==> config.mk <==
export PLATFORM = sky130hd
export DESIGN_NAME = segment_lcd_multiplex_driver
export DESIGN_NICKNAME = d
export VERILOG_FILES = /design/src/slcd_pkg.sv /design/src/segment_lcd_multiplex_driver.sv
export VERILOG_INCLUDE_DIRS = /design/src /design/src/src
export SDC_FILE = /design/constraint.sdc
export NUM_CORES = 1
export LEC_CHECK = 0
export BUFFER_PORTS_ARGS = -buffer_cell sky130_fd_sc_hd__buf_2
export CAP_MARGIN = 30
export CORE_MARGIN = 2
export CORE_UTILIZATION = 60
export DETAILED_ROUTE_END_ITERATION = 12
export PLACE_DENSITY = 0.8
export RECOVER_POWER = 50
export SETUP_SLACK_MARGIN = 0.05
export SLEW_MARGIN = 10
export SYNTH_ARGS = -nofsm -noshare
export SYNTH_HDL_FRONTEND = slang
export SYNTH_SLANG_ARGS = --single-unit
==> constraint.sdc <==
create_clock -name clk -period 7.9 [get_ports clk]
set_input_delay 1.58 -clock clk [delete_from_list [all_inputs] [get_ports clk]]
set_output_delay 1.58 -clock clk [all_outputs]
set_load 0.02 [all_outputs]
==> src/assert_macros.svh <==
// Assertion macros used by the RTL of the segment LCD driver.
// Needs no other file; include by bare file name.
`ifndef ASSERT_MACROS_SVH
`define ASSERT_MACROS_SVH

// Check a property on every rising clock edge outside reset.
`define ASSERT_CHK(name, clk, rst_n, prop, msg) \
	name: assert property (@(posedge clk) disable iff (!rst_n) prop) else $error(msg);

// Check that a condition holds in the cycle after a trigger.
`define ASSERT_NEXT(name, clk, rst_n, trig, prop, msg) \
	name: assert property (@(posedge clk) disable iff (!rst_n) trig |=> prop) else $error(msg);

`endif

==> src/slcd_pkg.sv <==
// Types, op codes and glyph/decimal helpers for the segment LCD driver.
// No dependencies.
package slcd_pkg;

	localparam int NumComs  = 4;
	localparam int NumLines = 5;

	typedef enum logic [2:0] {
		OP_TICK      = 3'd0,
		OP_SET_HEX   = 3'd1,
		OP_DEC_NUM   = 3'd2,
		OP_HEX_NUM   = 3'd3,
		OP_CLR_DIGIT = 3'd4,
		OP_CLR_ALL   = 3'd5,
		OP_SYMBOL    = 3'd6,
		OP_REFRESH   = 3'd7
	} op_t;

	typedef struct packed {
		logic [2:0]  op;
		logic        digit_pos;
		logic [7:0]  value;
		logic [2:0]  symbol_index;
		logic        symbol_on;
		logic [15:0] frame_count;
	} item_t;

	typedef struct packed {
		logic [4:0] seg_level;
		logic [4:0] seg_enable;
		logic [3:0] com_level;
		logic [3:0] com_enable;
		logic       busy_res;
	} result_t;

	// Seven-segment glyph, segment a in bit 0.
	function automatic logic [6:0] glyph(input logic [3:0] d);
		logic [6:0] g;
		unique case (d)
			4'h0: g = 7'h3F;
			4'h1: g = 7'h06;
			4'h2: g = 7'h5B;
			4'h3: g = 7'h4F;
			4'h4: g = 7'h66;
			4'h5: g = 7'h6D;
			4'h6: g = 7'h7D;
			4'h7: g = 7'h07;
			4'h8: g = 7'h7F;
			4'h9: g = 7'h6F;
			4'hA: g = 7'h77;
			4'hB: g = 7'h7C;
			4'hC: g = 7'h39;
			4'hD: g = 7'h5E;
			4'hE: g = 7'h79;
			default: g = 7'h71;
		endcase
		return g;
	endfunction

	// Quotient by ten for an 8-bit value: reciprocal multiply, exact here.
	function automatic logic [4:0] div10(input logic [7:0] v);
		logic [15:0] p;
		p = 16'(v) * 16'd205;
		return p[15:11];
	endfunction

endpackage

==> src/segment_lcd_multiplex_driver.sv <==
// Top level of the multiplexed two-digit segment LCD driver.
// Depends on slcd_pkg and assert_macros.svh.
//
// Usage:
//   item channel (item_valid/item_ready/item): one op per item - tick,
//   digit and symbol edits, clears, or start of a refresh of N frames.
//   result channel (result_valid/result_ready/result): one result per
//   item, the segment and common drive levels and enables after that item.
//   cfg channel (cfg_valid/cfg_ready/cfg_data): writes phase_ticks, the
//   ticks per drive phase (zero acts as one); always ready.
// Latency: the result of an item is presented the cycle after it is
//   accepted. Throughput: one item per cycle unless a waiting result stalls
//   the item side; the decode, the tick counter compare and the pattern
//   select sit between the state registers and the result register.
// Stall: the result register holds while result_ready is low, and a new
//   item is taken in the same cycle the waiting result is taken.
// Reset: arst_n clears the digit and symbol stores, the captured frame
//   patterns, the phase/tick/frame counters and the result valid flag;
//   phase_ticks returns to one. The block is idle with all drives off.
// A refresh frame has eight phases; phases 2k and 2k+1 drive common k.
module segment_lcd_multiplex_driver (
	input  logic                   clk,
	input  logic                   arst_n,
	input  logic                   item_valid,
	output logic                   item_ready,
	input  slcd_pkg::item_t        item,
	output logic                   result_valid,
	input  logic                   result_ready,
	output slcd_pkg::result_t      result,
	input  logic                   cfg_valid,
	output logic                   cfg_ready,
	input  logic [15:0]            cfg_data
);

	`include "assert_macros.svh"

	logic [15:0] phase_ticks_q;
	logic [6:0]  digit_first_q, digit_second_q;
	logic [5:0]  symbol_q;
	logic [4:0]  pattern_q [slcd_pkg::NumComs];
	logic [2:0]  phase_q;
	logic [15:0] tick_q;
	logic [15:0] frames_q;
	logic        result_valid_q;
	slcd_pkg::result_t result_q;

	logic [6:0]  digit_first_d, digit_second_d;
	logic [5:0]  symbol_d;
	logic [2:0]  phase_d;
	logic [15:0] tick_d;
	logic [15:0] frames_d;
	logic        capture;
	logic        accept;
	logic [16:0] tick_inc;
	logic [15:0] limit;
	logic [4:0]  tens;
	logic [3:0]  tens_mod, ones;
	logic [7:0]  tens_x10;
	logic [4:0]  pat_cap [slcd_pkg::NumComs];
	logic [4:0]  pat_sel;
	logic [1:0]  com;
	logic [3:0]  com_bit;
	slcd_pkg::result_t result_d;

	assign accept       = item_valid && item_ready;
	assign item_ready   = !result_valid_q || result_ready;
	assign result_valid = result_valid_q;
	assign result       = result_q;
	assign cfg_ready    = 1'b1;

	// Split a decimal value into tens mod ten and ones
	always_comb begin
		tens     = slcd_pkg::div10(item.value);
		tens_x10 = 8'(tens) * 8'd10;
		ones     = 4'(item.value - tens_x10);
		if (tens >= 5'd20) begin
			tens_mod = 4'(tens - 5'd20);
		end else if (tens >= 5'd10) begin
			tens_mod = 4'(tens - 5'd10);
		end else begin
			tens_mod = tens[3:0];
		end
	end

	// Decode the op and advance the refresh timing
	always_comb begin
		digit_first_d  = digit_first_q;
		digit_second_d = digit_second_q;
		symbol_d       = symbol_q;
		phase_d        = phase_q;
		tick_d         = tick_q;
		frames_d       = frames_q;
		capture        = 1'b0;
		limit          = (phase_ticks_q == '0) ? 16'd1 : phase_ticks_q;
		tick_inc       = 17'(tick_q) + 17'd1;
		unique case (slcd_pkg::op_t'(item.op))
			slcd_pkg::OP_TICK: begin
				if (frames_q != '0) begin
					if (tick_inc >= 17'(limit)) begin
						tick_d  = '0;
						phase_d = phase_q + 3'd1;
						if (phase_q == 3'd7) begin
							frames_d = frames_q - 16'd1;
						end
					end else begin
						tick_d = tick_inc[15:0];
					end
				end
			end
			slcd_pkg::OP_SET_HEX: begin
				if (item.digit_pos) begin
					digit_first_d = slcd_pkg::glyph(item.value[3:0]);
				end else begin
					digit_second_d = slcd_pkg::glyph(item.value[3:0]);
				end
			end
			slcd_pkg::OP_DEC_NUM: begin
				digit_second_d = slcd_pkg::glyph(tens_mod);
				digit_first_d  = slcd_pkg::glyph(ones);
			end
			slcd_pkg::OP_HEX_NUM: begin
				digit_second_d = slcd_pkg::glyph(item.value[7:4]);
				digit_first_d  = slcd_pkg::glyph(item.value[3:0]);
			end
			slcd_pkg::OP_CLR_DIGIT: begin
				if (item.digit_pos) begin
					digit_first_d = '0;
				end else begin
					digit_second_d = '0;
				end
			end
			slcd_pkg::OP_CLR_ALL: begin
				digit_first_d  = '0;
				digit_second_d = '0;
				symbol_d       = '0;
			end
			slcd_pkg::OP_SYMBOL: begin
				if (item.symbol_index < 3'd6) begin
					symbol_d[item.symbol_index] = item.symbol_on;
				end
			end
			slcd_pkg::OP_REFRESH: begin
				capture  = 1'b1;
				frames_d = item.frame_count;
				phase_d  = '0;
				tick_d   = '0;
			end
			default: begin
			end
		endcase
	end

	// Map the current stores onto the lit lines of each common
	always_comb begin
		pat_cap[0] = {digit_second_q[4], symbol_q[0], digit_second_q[3],
			digit_first_q[4], digit_first_q[3]};
		pat_cap[1] = {digit_second_q[6], symbol_q[1], digit_second_q[2],
			digit_first_q[6], digit_first_q[2]};
		pat_cap[2] = {digit_second_q[1], digit_second_q[5], digit_first_q[5],
			digit_first_q[0], digit_first_q[1]};
		pat_cap[3] = {digit_second_q[0], symbol_q[5], symbol_q[4],
			symbol_q[3], symbol_q[2]};
	end

	// Form the drive levels from the state after this item
	always_comb begin
		com     = phase_d[2:1];
		com_bit = 4'b0001 << com;
		pat_sel = capture ? pat_cap[com] : pattern_q[com];
		if (frames_d != '0) begin
			result_d.seg_level  = phase_d[0] ? 5'b0 : pat_sel;
			result_d.seg_enable = pat_sel;
			result_d.com_level  = phase_d[0] ? com_bit : 4'b0;
			result_d.com_enable = com_bit;
			result_d.busy_res   = 1'b1;
		end else begin
			result_d = '0;
		end
	end

	// Hold configuration
	always_ff @(posedge clk or negedge arst_n) begin
		if (!arst_n) begin
			phase_ticks_q <= 16'd1;
		end else if (cfg_valid && cfg_ready) begin
			phase_ticks_q <= cfg_data;
		end
	end

	// Update stores and counters on each accepted item
	always_ff @(posedge clk or negedge arst_n) begin
		if (!arst_n) begin
			digit_first_q  <= '0;
			digit_second_q <= '0;
			symbol_q       <= '0;
			phase_q        <= '0;
			tick_q         <= '0;
			frames_q       <= '0;
			for (int i = 0; i < slcd_pkg::NumComs; i++) begin
				pattern_q[i] <= '0;
			end
		end else if (accept) begin
			digit_first_q  <= digit_first_d;
			digit_second_q <= digit_second_d;
			symbol_q       <= symbol_d;
			phase_q        <= phase_d;
			tick_q         <= tick_d;
			frames_q       <= frames_d;
			if (capture) begin
				for (int i = 0; i < slcd_pkg::NumComs; i++) begin
					pattern_q[i] <= pat_cap[i];
				end
			end
		end
	end

	// Hold the result until it is taken
	always_ff @(posedge clk or negedge arst_n) begin
		if (!arst_n) begin
			result_valid_q <= 1'b0;
		end else if (accept) begin
			result_valid_q <= 1'b1;
		end else if (result_ready) begin
			result_valid_q <= 1'b0;
		end
	end

	always_ff @(posedge clk) begin
		if (accept) begin
			result_q <= result_d;
		end
	end

	`ASSERT_NEXT(a_result_after_item, clk, arst_n, accept, result_valid_q,
		"accepted item produced no result")
	`ASSERT_CHK(a_idle_counters_clear, clk, arst_n,
		(frames_q != '0) || (phase_q == '0 && tick_q == '0),
		"phase or tick counter left over while idle")
	`ASSERT_CHK(a_com_onehot_busy, clk, arst_n,
		result_valid_q |-> (result_q.busy_res ? $onehot(result_q.com_enable)
		: (result_q == '0)), "common enables disagree with busy flag")
	`ASSERT_CHK(a_level_within_enable, clk, arst_n,
		result_valid_q |-> ((result_q.seg_level & ~result_q.seg_enable) == '0),
		"segment line driven high while not enabled")

endmodule

==> metrics.txt, run 1 <==
R2R setup slack=about 2 ns; failing checks=max-capacitance violations, max-slew violations; crit-path max FO=16; Synth Flop Type=dfrtp_1; Antenna Cells=0; syn_nets=between 1000 and 1500; Synth area leaders=dfrtp_1, ha_1, o21ai_0; clock root buffer=clkbuf_16; post-DP HPWL=approximately 15000 µm; largest family of logic cells by synthesized area=compound AO/OA/AOI/OAI gates; dpl cells=1183; r2r startpoint=tick_q[2]; overall global routing resource usage=0.2795; Max-Slew Margin vs Limit=-0.5473; Max stage delay on crit path=~0.56 ns; Synth Warn #=0; hold buffers post-CTS=0; hold path depth=1; Total Nets Final=1166; Post-Synth XOR/XNOR Area=0.03573; TritonCTS clock tree=built; Vias=7411; Post CTS Setup Buffer Count=0; Via density=6.166; post-layout instance area=approximately 9300 µm²; height of the die=about 120 µm; max_cap viols=2; Post-Synth Adder-Cell Area=0.1479; clock slew at reported path FFs=about 0.070 ns; Fin Hold WS=0.5069 ns; GR Util met2=0.4931; unrepaired setup endpoints after global routing=false; num rows=43; final critical-path required period=roughly 6.6 ns; routed len/inst=approximately 17 µm; initial antenna violation count=0; IO buf count=73; H-tree depth=3; drt total wl=roughly 20000 µm; largest area contributor in the netlist=dfrtp_1; fmax=around 0.15 GHz; CTS resizes=0; filler cell count=about 1200; footprint of the multi-input gates=~5300 µm²; TNS Setup=0 ns; final core utilization=0.6693; Data arrival, critical path=between 6 and 7 ns; total gr overflow=0; met3 Use GR=0.04579; GR peak layer=met2; syn avg cell area=a little under 9 µm²; leakage power=4.350 nW; drt pass-1 iters=5; area of the mapped netlist=around 8600 µm²; clock buffer depth=2; non-filler cells, final=approximately 1200; Power Density=252.7 nW/µm²; sequential element share of the synthesized area=0.3350; asr flop ratio synth=0.8288; starting density of the core=0.6157; Ports=75; Cell Chain, Critical Path=buf_2 > inv_1 > ha_1 > ha_1 > inv_1 > fa_1 > inv_1 > fa_1 > ha_1 > a211oi_1 > o21ai_1 > a21oi_1 > o211a_1 > nor3_1 > buf_4 > inv_1 > ha_1 > inv_1 > ha_1 > a21oi_1 > xnor3_1 > nor3b_1 > a31oi_1 > a221o_1; fin crit share=0.8395; worst slew pin tran=between 2 and 2.5 ns; vias in the first global route=approximately 7200; met1 GRT Util=0.3522; Post-synth EDFFs=19; Clock Latency Late Sink=between 0.3 and 0.4 ns; hold_sp=symbol_q[2]; outcome=complete, but fails checks; global-route wire length before repair=between 30000 and 40000 µm; area share of the leading cell type in the synthesized netlist=0.2654; core area=13930 µm²; Worst EP required=approximately 8.1 ns; Sequential Area=2874 µm²; Simple-Gate Fraction of Synth Area=0.1826; class of the most critical setup path=in2reg; most frequent cells in the layout=nand2_1, o21ai_0, dfrtp_1, ha_1, buf_2; Hold Crit Class=reg2reg; endpoint class of the critical path=flop; die span in x=roughly 120 µm; Worst VDD drop=0.0003658 V; startpoint type of the worst setup path=input pin; cell at the slowest stage of the critical path=xnor3_1; Worst Reg2Reg Path Length in Cells=19; Synth Area in Compound Gates=0.2007; Netlist cell types=about 80; mux share of post-synthesis cell area=0.05192; Cell Area, Placed=between 9000 and 10000 µm²; routability cong.=between 0.9 and 1; number of hold violations in the final report=0; Antenna Nets Post-Route=0; share of layout cells above drive strength 1=0.1292; Worst Clk Skew=0.007321 ns; final setup fails=0; Area growth, synth to finish=8.706%; max-slew violation count=a little under 80; Seq cells post-synth=approximately 110; pin count of the biggest net entering global routing=75; drt first-iter violations=between 500 and 600; Die ar.=between 15000 and 20000 µm²; CTS buffer count=9; worst flop-to-flop path endpoint=result[4]; commonest non-fill, non-tap cell in the layout=nand2_1; Sink Count=between 100 and 150; Hold Crit Endpoint=pattern_q[0]; drt drc=0; cells after synthesis=964
per-layer routing:
metal / share of wire / vias up
met1: 0.43 / 3556
met2: 0.51 / 211
li1: - / 3612
met5: 0 / -
met4: 0.022 / 0
met3: 0.042 / 32
worst max path at each step:
| stage | start | to | slack [ns] | depth (start not counted) |
|---|---|---|---|---|
| floorplan | item[20] | digit_first_q[2] | 1.48 | 22 |
| finish | item[20] | digit_first_q[2] | 1.27 | 24 |
| global route | item[20] | digit_first_q[2] | 0.80 | 24 |
| detailed placement | item[20] | digit_first_q[2] | 0.92 | 24 |
| global placement | item[20] | digit_first_q[2] | 1.05 | 24 |
| CTS | item[20] | digit_first_q[2] | 1.28 | 24 |
cells by family after synthesis:
group	count (synthesis)
simple gates	319
compound gates	272
flops	111
fa+ha+maj	96
buf+inv	95
mux	39
xor+xnor	31
other cells	1
state kept, by name, indices dropped and copies added, names as in the netlist:
| name | cells |
|---|---|
| phase_ticks_q | 16 |
| frames_q | 16 |
| result | 19 |
| digit_first_q | 7 |
| tick_q | 16 |
| pattern_q | 20 |
| result_valid | 1 |
| phase_q | 3 |
| digit_second_q | 7 |
| symbol_q | 6 |
final cells by class:
class | count | share of cell area
clock buffers | 11 | 0.02603
repair buffers | 85 | 0.04655
clock inverters | 5 | 0.004561
inverters | 52 | 0.02093
well taps | 180 | 0.02415
multi-input cells | 758 | 0.5696
flip-flops and latches | 111 | 0.3082
power by group:
part           internal (mW)  leakage (nW)  switching (mW)
Clock                  0.227         0.136           0.216
Combinational          0.469          2.87           0.673
Sequential             0.692          1.34          0.0788
Total                   1.39          4.35           0.968
cell usage after synthesis, types with 9 or more instances:
master	number
a21oi_1	35
o21ai_0	116
mux2_2	24
o31ai_1	13
and2_1	9
nand2_1	120
nor2b_1	15
a21o_1	11
nor2_1	49
ha_1	87
and3_1	16
clkbuf_1	35
nand3_1	27
nor3_1	32
inv_1	50
a31oi_1	15
xnor2_1	12
mux2i_1	13
dfrtp_1	91
fa_1	9
xor2_1	16
nand2b_1	10
edfxtp_1	19
metrics by stage:
step	worst slack (ns)	total power [mW]
floorplan	1.484	1.645
global placement	1.052	1.889
detailed placement	0.9243	1.907
CTS	1.276	2.354
global route	0.8021	2.551
finish	1.268	2.356
worst max-delay path, delay by kind of cell:
kind,cells,cell delay (ns)
xor+xnor,1,0.56
compound gates,7,1.29
buf+inv,7,0.86
fa+ha+maj,7,2.23
simple gates,2,0.32
Power figures use the tool's default switching activity.
==> run 2: changes to the inputs <==
CORE_UTILIZATION = 55   (was 60)
PLACE_DENSITY = 0.77   (was 0.8)
clock period = 5.5 ns   (was 7.9 ns; I/O delays follow)
==> metrics.txt, run 2 (synthesis gave the netlist of run 1 again) <==
Post CTS Setup Buffer Count=0; final setup fails=0; Max-Slew Margin vs Limit=-0.9220; footprint of the multi-input gates=~5500 µm²; Max stage delay on crit path=~0.54 ns; H-tree depth=3; Vias=between 7000 and 8000; initial antenna violation count=0; unrepaired setup endpoints after global routing=false; crit-path leading delay family=adder cells; drt total wl=20880 µm; clock buffer depth=2; Antenna Cells=0; pin count of the biggest net entering global routing=54; Worst Reg2Reg Path Length in Cells=21; Data arrival, critical path=approximately 5.5 ns; IO buf count=73; TritonCTS clock tree=built; filler cell count=roughly 1200; overall global routing resource usage=0.2563; Ports=75; commonest non-fill, non-tap cell in the layout=nand2_1; global-route wire length before repair=between 30000 and 40000 µm; starting density of the core=0.5644; Largest register FFs=20; total gr overflow=0; post-placement worst setup slack=-0.2585 ns; fin worst setup slack=approximately 0.24 ns; fin crit share=0.9572; Crit path buffers/inverters=7; routed len/inst=between 15 and 20 µm; r2r startpoint=tick_q[1]; drt pass-1 iters=5; Power Density=around 390 nW/µm²; leakage power=around 4.7 nW; endpoint class of the critical path=flop; Top reg by flops=pattern_q; most frequent cells in the layout=nand2_1, o21ai_0, dfrtp_1, ha_1, buf_4; drt drc=0; height of the die=between 100 and 150 µm; vias in the first global route=about 7000; crit-path max FO=5; share of layout cells above drive strength 1=0.2055; Hold Crit Endpoint=phase_q[1]; cell at the slowest stage of the critical path=fa_1; routability cong.=slightly above 0.9; drt first-iter violations=about 590; hold path depth=2; core area=between 15000 and 20000 µm²; Overall Power=roughly 3.9 mW; num rows=between 40 and 50; clock root buffer=clkbuf_16; Via density=between 5 and 6; failing checks=max-capacitance violations, max-slew violations; clock slew at reported path FFs=~0.07 ns; crit-path most repeated cell=inv_1; R2R setup slack=approximately 0.37 ns; Worst EP required=around 5.8 ns; max_cap viols=1; Sink Count=approximately 110; outcome=complete, but fails checks; Antenna Nets Post-Route=0; startpoint type of the worst setup path=input pin; post-DP HPWL=roughly 16000 µm; class of the most critical setup path=in2reg; CTS buffer count=9; final critical-path required period=approximately 5.3 ns; Hold Crit Class=reg2reg; Area growth, synth to finish=16.68%; number of hold violations in the final report=0; Cell Chain, Critical Path=clkbuf_4 > inv_1 > ha_4 > ha_1 > inv_1 > fa_1 > inv_1 > fa_1 > ha_2 > o21a_1 > a21oi_2 > o211a_1 > nor3_4 > inv_2 > ha_1 > inv_1 > ha_1 > a21oi_2 > xnor3_2 > buf_4 > a31o_2 > o31ai_2; hold buffers post-CTS=0; hold_sp=phase_q[1]; Clock Latency Late Sink=~0.36 ns; Sequential Area=2874 µm²; Worst VDD drop=~0.00033 V; worst slew pin tran=approximately 2.9 ns; Total Nets Final=approximately 1200; max-slew violation count=54; fmax=between 0.15 and 0.2 GHz; Die ar.=about 17000 µm²; die span in x=~130 µm; CP startpoint=item[21]; Worst Clk Skew=0.008429 ns; worst flop-to-flop path endpoint=result[17]
-- run 2: worst max path at each step --
stage	to	cells past startpoint
after global placement	digit_second_q[6]	19
after floorplan	digit_first_q[2]	22
after global routing	digit_first_q[2]	23
after detailed placement	digit_second_q[3]	20
after CTS	digit_second_q[3]	20
final	digit_first_q[6]	22
-- run 2: cell type report --
class,instances,share of cell area
Inverter,52,0.01987
Clock buffer,10,0.02387
Multi-Input combinational cell,758,0.5451
Timing Repair Buffer,148,0.09224
Tap cell,188,0.02350
Clock inverter,6,0.008374
Sequential cell,111,0.2871
-- run 2: stage by stage --
step                      hold WS (ns)  std cells  instance area [µm²]  TNS, ns    util
after global placement          0.4830       1256                 9593   -1.458  0.6310
final                           0.5073       1273                10010        0  0.6585
after global routing            0.5262       1273                10010        0  0.6585
after detailed placement        0.4918       1257                 9600   -2.617  0.6315
after CTS                       0.5086       1273                 9923        0  0.6528
after floorplan                 0.4603        964                 8621        0       -
-- run 2: worst register-to-register path, delay by kind of cell, from the launching register on --
kind | cells | cell delay, ns
xor gates and xnor gates | 1 | 0.18
adders and majority gates | 1 | 0.30
buffers and inverters | 3 | 0.61
and+or+nand+nor | 11 | 2.50
DFF | 1 | 0.38
AOI/OAI and AO/OA | 5 | 0.90
-- run 2: per-layer routing --
layer | track usage | part of all wire | vias to the layer above
li1 | - | - | 3747
met1 | 0.3251 | 0.42 | 3586
met2 | 0.4606 | 0.53 | 170
met3 | 0.02578 | 0.033 | 29
met4 | 0.08184 | 0.019 | 0
met5 | 0 | 0 | -
-- run 2: what timing repair did --
action,in CTS,in global routing
resized for setup,0,27
setup endpoints to repair,0,33
endpoints found under the hold margin,0,0
-- run 2: power breakdown --
part | switching (mW) | internal, mW | total (mW)
sequential | 0.112 | 0.994 | 1.11
combinational | 1.10 | 0.992 | 2.09
clock | 0.323 | 0.378 | 0.701
total | 1.53 | 2.36 | 3.90
==> run 3: changes to the inputs <==
MAX_ROUTING_LAYER = met4   (was not set)
==> metrics.txt, run 3 (synthesis gave the netlist of run 1 again) <==
outcome=complete, but fails checks; failing checks=max-capacitance violations, max-slew violations; starting density of the core=0.5644; Area growth, synth to finish=17.47%; Vias=7640; most frequent cells in the layout=nand2_1, o21ai_0, dfrtp_1, buf_4, ha_1; post-layout instance area=approximately 10000 µm²; Die ar.=around 17000 µm²; drt drc=0; fin crit share=0.9699; Sink Count=111; crit-path leading delay family=adder cells; hold buffers post-CTS=0; drt total wl=20860 µm; startpoint type of the worst setup path=input pin; Crit path buffers/inverters=6; routability cong.=about 0.9; share of layout cells above drive strength 1=0.2148; Ports=75; Antenna Nets Post-Route=0; num rows=45; leakage power=roughly 4.8 nW; final critical-path required period=~5.3 ns; Overall Power=between 3 and 4 mW; vias in the first global route=about 7400; core area=15200 µm²; overall global routing resource usage=0.2641; non-filler cells, final=about 1300; TritonCTS clock tree=built; drt pass-1 iters=5; Clock Latency Late Sink=around 0.36 ns; number of hold violations in the final report=0; cell at the slowest stage of the critical path=fa_1; clock buffer depth=2; Worst EP required=between 5 and 6 ns; Cell Chain, Critical Path=buf_4 > ha_4 > xor2_1 > ha_1 > fa_1 > inv_1 > fa_1 > inv_1 > ha_1 > o21a_1 > a21oi_2 > buf_4 > nor4b_4 > nor3_4 > inv_2 > ha_4 > inv_1 > ha_1 > a21oi_2 > xnor3_2 > nor3b_2 > a31oi_1 > a221o_1; drt first-iter violations=between 500 and 600; Antenna Cells=0; Power Density=between 300 and 400 nW/µm²; dpl cells=about 1300; commonest non-fill, non-tap cell in the layout=nand2_1; Total Nets Final=~1200; Max stage delay on crit path=around 0.52 ns; class of the most critical setup path=in2reg; max-slew violation count=between 50 and 60; final setup fails=0; Largest register FFs=20; total gr overflow=0; max_cap viols=1; post-DP HPWL=between 15000 and 20000 µm; unrepaired setup endpoints after global routing=true; clock slew at reported path FFs=0.08 ns; Hold Crit Class=reg2reg; routed len/inst=16.27 µm; TNS Setup=0 ns; initial antenna violation count=0; Worst VDD drop=between 0.0002 and 0.00025 V; global-route wire length before repair=between 30000 and 40000 µm; IO buf count=between 70 and 80; fmax=~0.19 GHz; H-tree depth=3; clock root buffer=clkbuf_16; Via density=about 6; height of the die=128.9 µm; crit-path max FO=5; Fin Hold WS=~0.50 ns; pin count of the biggest net entering global routing=52; endpoint class of the critical path=flop; Data arrival, critical path=5.58 ns; CTS buffer count=9; Cell Area, Placed=9608 µm²; Worst Clk Skew=approximately 0.0083 ns; worst slew pin tran=roughly 2.9 ns; Max-Slew Margin vs Limit=-0.9095; die span in x=approximately 130 µm; Top reg by flops=pattern_q
run 3: final cells by class:
class / count / area [µm²]
Fill cell: 1241 / 5124
Multi-Input combinational cell: 758 / 5484
Inverter: 52 / 198.9
Clock buffer: 10 / 229.0
Tap cell: 188 / 235.2
Sequential cell: 111 / 2874
Timing Repair Buffer: 157 / 997.2
Clock inverter: 6 / 60.06
run 3: power by group:
part	leakage, nW	internal, mW	switching, mW
combinational	3.27	1.07	1.12
clock	0.143	0.320	0.328
sequential	1.34	0.994	0.111
run 3: timing repair:
item / CTS / global route
setup endpoints to repair: 0 / 32
resized for setup: 0 / 36
setup buffers: 0 / 8
run 3: through the flow:
step	utilization	worst slack, ns
after CTS	0.6510	0.1470
after floorplan	-	0.02743
after global placement	0.6315	-0.1541
after detailed placement	0.6320	-0.2439
final	0.6630	0.1658
after global routing	0.6630	0.01647
run 3: worst paths after layout:
path	from	slack, ns	cells after the start	end
min reg2reg	digit_first_q[0]	0.50	1	pattern_q[6]
max in group asynchronous	arst_n	1.60	2	tick_q[4]
max reg2reg	tick_q[1]	0.34	21	result[17]
min in group asynchronous	arst_n	1.65	1	frames_q[10]
max	item[21]	0.17	23	digit_first_q[2]
min	digit_first_q[0]	0.50	1	pattern_q[6]
run 3: layer usage:
| layer | GRT usage | share of wire |
|---|---|---|
| met5 | - | 0 |
| met4 | 0.1004 | 0.031 |
| met3 | 0.03576 | 0.034 |
| met2 | 0.4619 | 0.51 |
| met1 | 0.3094 | 0.43 |
